<file path="config.mk">
export PLATFORM = sky130hd
export DESIGN_NAME = bsfo_ctrl
export DESIGN_NICKNAME = d
export VERILOG_FILES = /design/src/hw/rtl/bsfo_pkg.sv /design/src/hw/rtl/bsfo_ctrl.sv
export SDC_FILE = /design/constraint.sdc
export NUM_CORES = 1
export LEC_CHECK = 0
export BUFFER_PORTS_ARGS = -buffer_cell sky130_fd_sc_hd__buf_4
export CAP_MARGIN = 10
export CORE_AREA = 2 2 39 41
export CTS_CLUSTER_DIAMETER = 60
export DETAILED_ROUTE_END_ITERATION = 8
export DIE_AREA = 0 0 41 43
export PLACE_DENSITY = 0.65
export SLEW_MARGIN = 10
export SYNTH_ARGS = -nofsm -noshare
export SYNTH_HDL_FRONTEND = slang
export SYNTH_SLANG_ARGS = --single-unit
</file>
<file path="constraint.sdc">
create_clock -name clock -period 2 [get_ports clock]
set_clock_uncertainty 0.05 [all_clocks]
set_input_delay 0.5 -clock clock [delete_from_list [all_inputs] [get_ports clock]]
set_output_delay 0.5 -clock clock [all_outputs]
set_load 0.1 [all_outputs]
</file>
<file path="src/hw/rtl/bsfo_pkg.sv">
// Shared types, widths and codes for the binary search first-occurrence block.
package bsfo_pkg;

   localparam int STORE_DEPTH_DEFAULT   = 1024;
   localparam int ELEMENT_WIDTH_DEFAULT = 32;

   localparam int INDEX_WIDTH    = 10;
   localparam int VALUE_WIDTH    = 32;
   localparam int COUNT_WIDTH    = 11;
   localparam int POSITION_WIDTH = 10;

   // Reciprocal scaling for the write index reduction modulo the store depth
   localparam int RECIP_SHIFT = 2 * INDEX_WIDTH;

   localparam logic ACTION_WRITE  = 1'b0;
   localparam logic ACTION_SEARCH = 1'b1;

   typedef struct packed {
      logic                          action;
      logic [INDEX_WIDTH-1:0]        index;
      logic signed [VALUE_WIDTH-1:0] value;
   } req_type;

   typedef struct packed {
      logic                      found;
      logic [POSITION_WIDTH-1:0] position;
   } rsp_type;

   // Controller to datapath
   typedef struct packed {
      logic capture;
      logic wr_quot;
      logic wr_rem;
      logic wr_store;
      logic probe;
      logic step_right;
      logic step_left;
      logic read_prev;
      logic set_hit;
      logic set_miss;
      logic rsp_load;
   } cmd_type;

   // Datapath to controller
   typedef struct packed {
      logic active;
      logic key_gt;
      logic key_lt;
      logic mid_zero;
      logic prev_differs;
   } sts_type;

endpackage

</file>
<file path="src/hw/rtl/bsfo_ctrl.sv">
// Controller: sequences write reduction, search probes and result hand-off.
module bsfo_ctrl (
   input  logic              clock,
   input  logic              reset,
   input  logic              req_valid,
   input  logic              req_action,
   output logic              req_stall,
   output logic              rsp_valid,
   input  logic              rsp_stall,
   output bsfo_pkg::cmd_type cmd,
   input  bsfo_pkg::sts_type sts
);
   import bsfo_pkg::*;

   localparam logic [2:0] S_IDLE   = 3'd0;
   localparam logic [2:0] S_WR_Q   = 3'd1;
   localparam logic [2:0] S_WR_R   = 3'd2;
   localparam logic [2:0] S_WR_ST  = 3'd3;
   localparam logic [2:0] S_PROBE  = 3'd4;
   localparam logic [2:0] S_CMP    = 3'd5;
   localparam logic [2:0] S_PREV   = 3'd6;
   localparam logic [2:0] S_FINISH = 3'd7;

   logic [2:0] state_ff, state_in;
   logic       rsp_valid_ff, rsp_valid_in;

   always_comb begin
      cmd          = '0;
      state_in     = state_ff;
      rsp_valid_in = rsp_valid_ff && rsp_stall;
      case (state_ff)
         S_IDLE: begin
            if (req_valid) begin
               cmd.capture = 1'b1;
               state_in    = (req_action == ACTION_SEARCH) ? S_PROBE : S_WR_Q;
            end
         end
         S_WR_Q: begin
            cmd.wr_quot = 1'b1;
            state_in    = S_WR_R;
         end
         S_WR_R: begin
            cmd.wr_rem = 1'b1;
            state_in   = S_WR_ST;
         end
         S_WR_ST: begin
            cmd.wr_store = 1'b1;
            state_in     = S_IDLE;
         end
         S_PROBE: begin
            if (sts.active) begin
               cmd.probe = 1'b1;
               state_in  = S_CMP;
            end else begin
               cmd.set_miss = 1'b1;
               state_in     = S_FINISH;
            end
         end
         S_CMP: begin
            if (sts.key_gt) begin
               cmd.step_right = 1'b1;
               state_in       = S_PROBE;
            end else if (sts.key_lt) begin
               cmd.step_left = 1'b1;
               state_in      = S_PROBE;
            end else if (sts.mid_zero) begin
               cmd.set_hit = 1'b1;
               state_in    = S_FINISH;
            end else begin
               cmd.read_prev = 1'b1;
               state_in      = S_PREV;
            end
         end
         S_PREV: begin
            if (sts.prev_differs) begin
               cmd.set_hit = 1'b1;
               state_in    = S_FINISH;
            end else begin
               cmd.step_left = 1'b1;
               state_in      = S_PROBE;
            end
         end
         S_FINISH: begin
            if (!rsp_valid_ff || !rsp_stall) begin
               cmd.rsp_load = 1'b1;
               rsp_valid_in = 1'b1;
               state_in     = S_IDLE;
            end
         end
         default: begin
            state_in = S_IDLE;
         end
      endcase
   end

   always_ff @(posedge clock) begin
      if (reset) begin
         state_ff     <= S_IDLE;
         rsp_valid_ff <= 1'b0;
      end else begin
         state_ff     <= state_in;
         rsp_valid_ff <= rsp_valid_in;
      end
   end

   assign req_stall = (state_ff != S_IDLE);
   assign rsp_valid = rsp_valid_ff;

endmodule

</file>
==> reports/results.txt <==
Slowest stage cell, crit path: or4b_4
DP Wirelength: 926 um
Pre-antenna DRT Iters: 4
Placer Congestion: 0.824
Sequential area share after synthesis: 22.5%
Max-cap violation count: 0
Worst-margin pin slew: 281 ps
Root buf cell: clkbuf_4
Status: finished with violations
RSZ-0062 raised after global routing: yes
Placed inst area: 711 sq um
Fillcell total: 114
Synth top area share: 22.5%
Net Switching: 531 uW
Post-Layout Cell Count: 97
Design Area, Final: 827 sq um
Global-route wire length before repair: 1990 um
Row count: 14
H-tree depth: 1
Total GRT Usage: 16.9%
Crit path cell chain: buf_6 > or4b_4 > o21ai_4 > buf_12
CTS buffer count: 3
Power density cells: 1140 nW/um^2
# port buffers: 22
Clock sinks: 4
Horiz. Die Dim: 41 um
N_diodes: 0
Post-layout util: 59.8%
CP Max Fanout: 3
Synth Instances: 47
Most frequent cells in the layout: buf_4, nor3b_4, buf_6
Largest net degree at the start of global routing: 12
Worst endpoint required time: 1450 ps
NumNets Final: 93
Endpoints failing setup: 2
Worst-path clk slew: 30 ps
Sw Share: 56.5%
DR iter-0 viols: 8
CTS tree: done
Worst hold path class: in2reg
Vias in the first global route: 477
Internal power: 410 uW
Synth Cell Area: 357 sq um
GRT Residual Overflow: 0
Routed WL per cell: 13.4 um
Via density: 5.10
Via count of the routed design: 495
Fmax: 488 MHz
Layout cell share with drive strength beyond 1: 71.6%
Clock Latency Late Sink: 230 ps
Synthesis-stage register bit count: 4
Slowest stage delay, CP: 550 ps
Sequential group share of total power: 14.3%
Most common cell after layout, fill and taps aside: buf_4
Chip height: 43 um
Setup ws final: -49.0 ps
Worst vdd ir: 609 uV
WS Path Type: in2out
Final hold viol count: 0
Startpoint types: input port
DIE AREA: 1760 sq um
Syn. warnings: 0
Syn nets: 57
Initial antenna violation count: 0
Clock share of power: 10.4%
Final min period: 2050 ps
Io pins: 23
Avg Inst Size Synth: 7.59 sq um
Initial core utilization: 25.8%
CTS Buffer Depth: 2
Core area: 1380 sq um
Setup_tns: -61.3 ps
Fin crit share: 102%
Leak pwr: 0.000341 uW
Total Routed Length: 1300 um
Residual DRC count: 0
Hold buffers post-CTS: 0
Synth area leaders: dfxtp_1, nor3b_1, a21oi_1
CP endpoint kind: primary output
Syn-to-layout area delta: 132%
Cells after DPL: 93
Distinct cells, synth: 28
Comb pwr share: 75.3%
Slew Limit Fails: 0
Arrival time worst endpoint: 1500 ps
Area leader, netlist: dfxtp_1
Failing checks: setup timing
Final ANT Viol Nets: 0
Slew headroom: 81.4%
## metrics by stage
step	hold WS [ps]	worst slack, ps	total power, uW
2_1_floorplan	515	-346	636
3_3_place_gp	533	-114	784
3_5_place_dp	542	-137	790
4_1_cts	408	-70.6	930
5_1_grt	417	-66.1	986
6_report	414	-49.0	941
## registers in the layout, indices dropped and copies added (netlist names)
register   count
state_ff       3
rsp_valid      1
## repair_timing
action                                  4_1_cts  5_1_grt
endpoints found under the setup margin        5        6
hold endpoints to repair                      0        0
resized for setup                            18        5
pin swaps                                     4        4
buffers inserted                              1        0
gates cloned                                  0        0
## metal layers
layer  global-route usage, %  vias up  wire [um]
met5                       0        -          0
met2                    28.4       14        765
met1                    18.1      236        496
li1                        -      245          -
met3                    3.14        0         37
met4                    10.0        0          0
## power by group through the flow
stage | Clock (uW) | Combinational [uW] | Sequential, uW
after floorplan | 0 | 512 | 124
after global placement | 0 | 654 | 130
after detailed placement | 0 | 660 | 129
after CTS | 103 | 693 | 134
after global routing | 108 | 740 | 138
final | 97.6 | 709 | 134
## synthesized netlist by cell type
master and instances:
or4_1 1, o21ai_0 1, nand2b_1 2, o22ai_2 1
buf_2 1, a21bo_2 1, a21o_1 1, dfxtp_1 4
o21ai_1 1, nor2_1 2, nand2_1 3, nor4bb_1 1
or4b_4 1, nand4_1 1, and3b_1 2, buf_4 1
nor3b_1 5, and2_1 1, nor2b_1 1, a41oi_1 1
nor3_1 2, a31oi_1 2, or3_1 1, nand3_1 1
a21oi_1 4, or4b_1 1, clkbuf_1 1, inv_1 3
## critical path: cells and delay by family
family	cells	cell delay (ps)
buffers and inverters	2	280
AND/OR/NAND/NOR	1	550
AO/OA/AOI/OAI	1	170
## worst paths after layout
kind	start	end	slack (ps)	cells past startpoint
setup reg to reg	state_ff[1]	state_ff[0]	480	5
hold reg to reg	rsp_valid	rsp_valid	550	2
hold / removal	reset	state_ff[2]	410	2
setup / recovery	sts[2]	cmd[2]	-50	4
## cells by family after synthesis
group	synth area share [%]
AOI/OAI and AO/OA	22.8
buffers and inverters	7.72
DFF	22.5
and+or+nand+nor	47.0
## area by class of cell
class	instances	area (sq um)	area share, %
inverters	3	15.0	1.82
flip-flops and latches	4	86.3	10.4
clock buffers	3	22.5	2.72
repair buffers	34	323	39.0
multi-input cells	37	360	43.6
well taps	16	20.0	2.42
(Power assumes the default switching activity.)
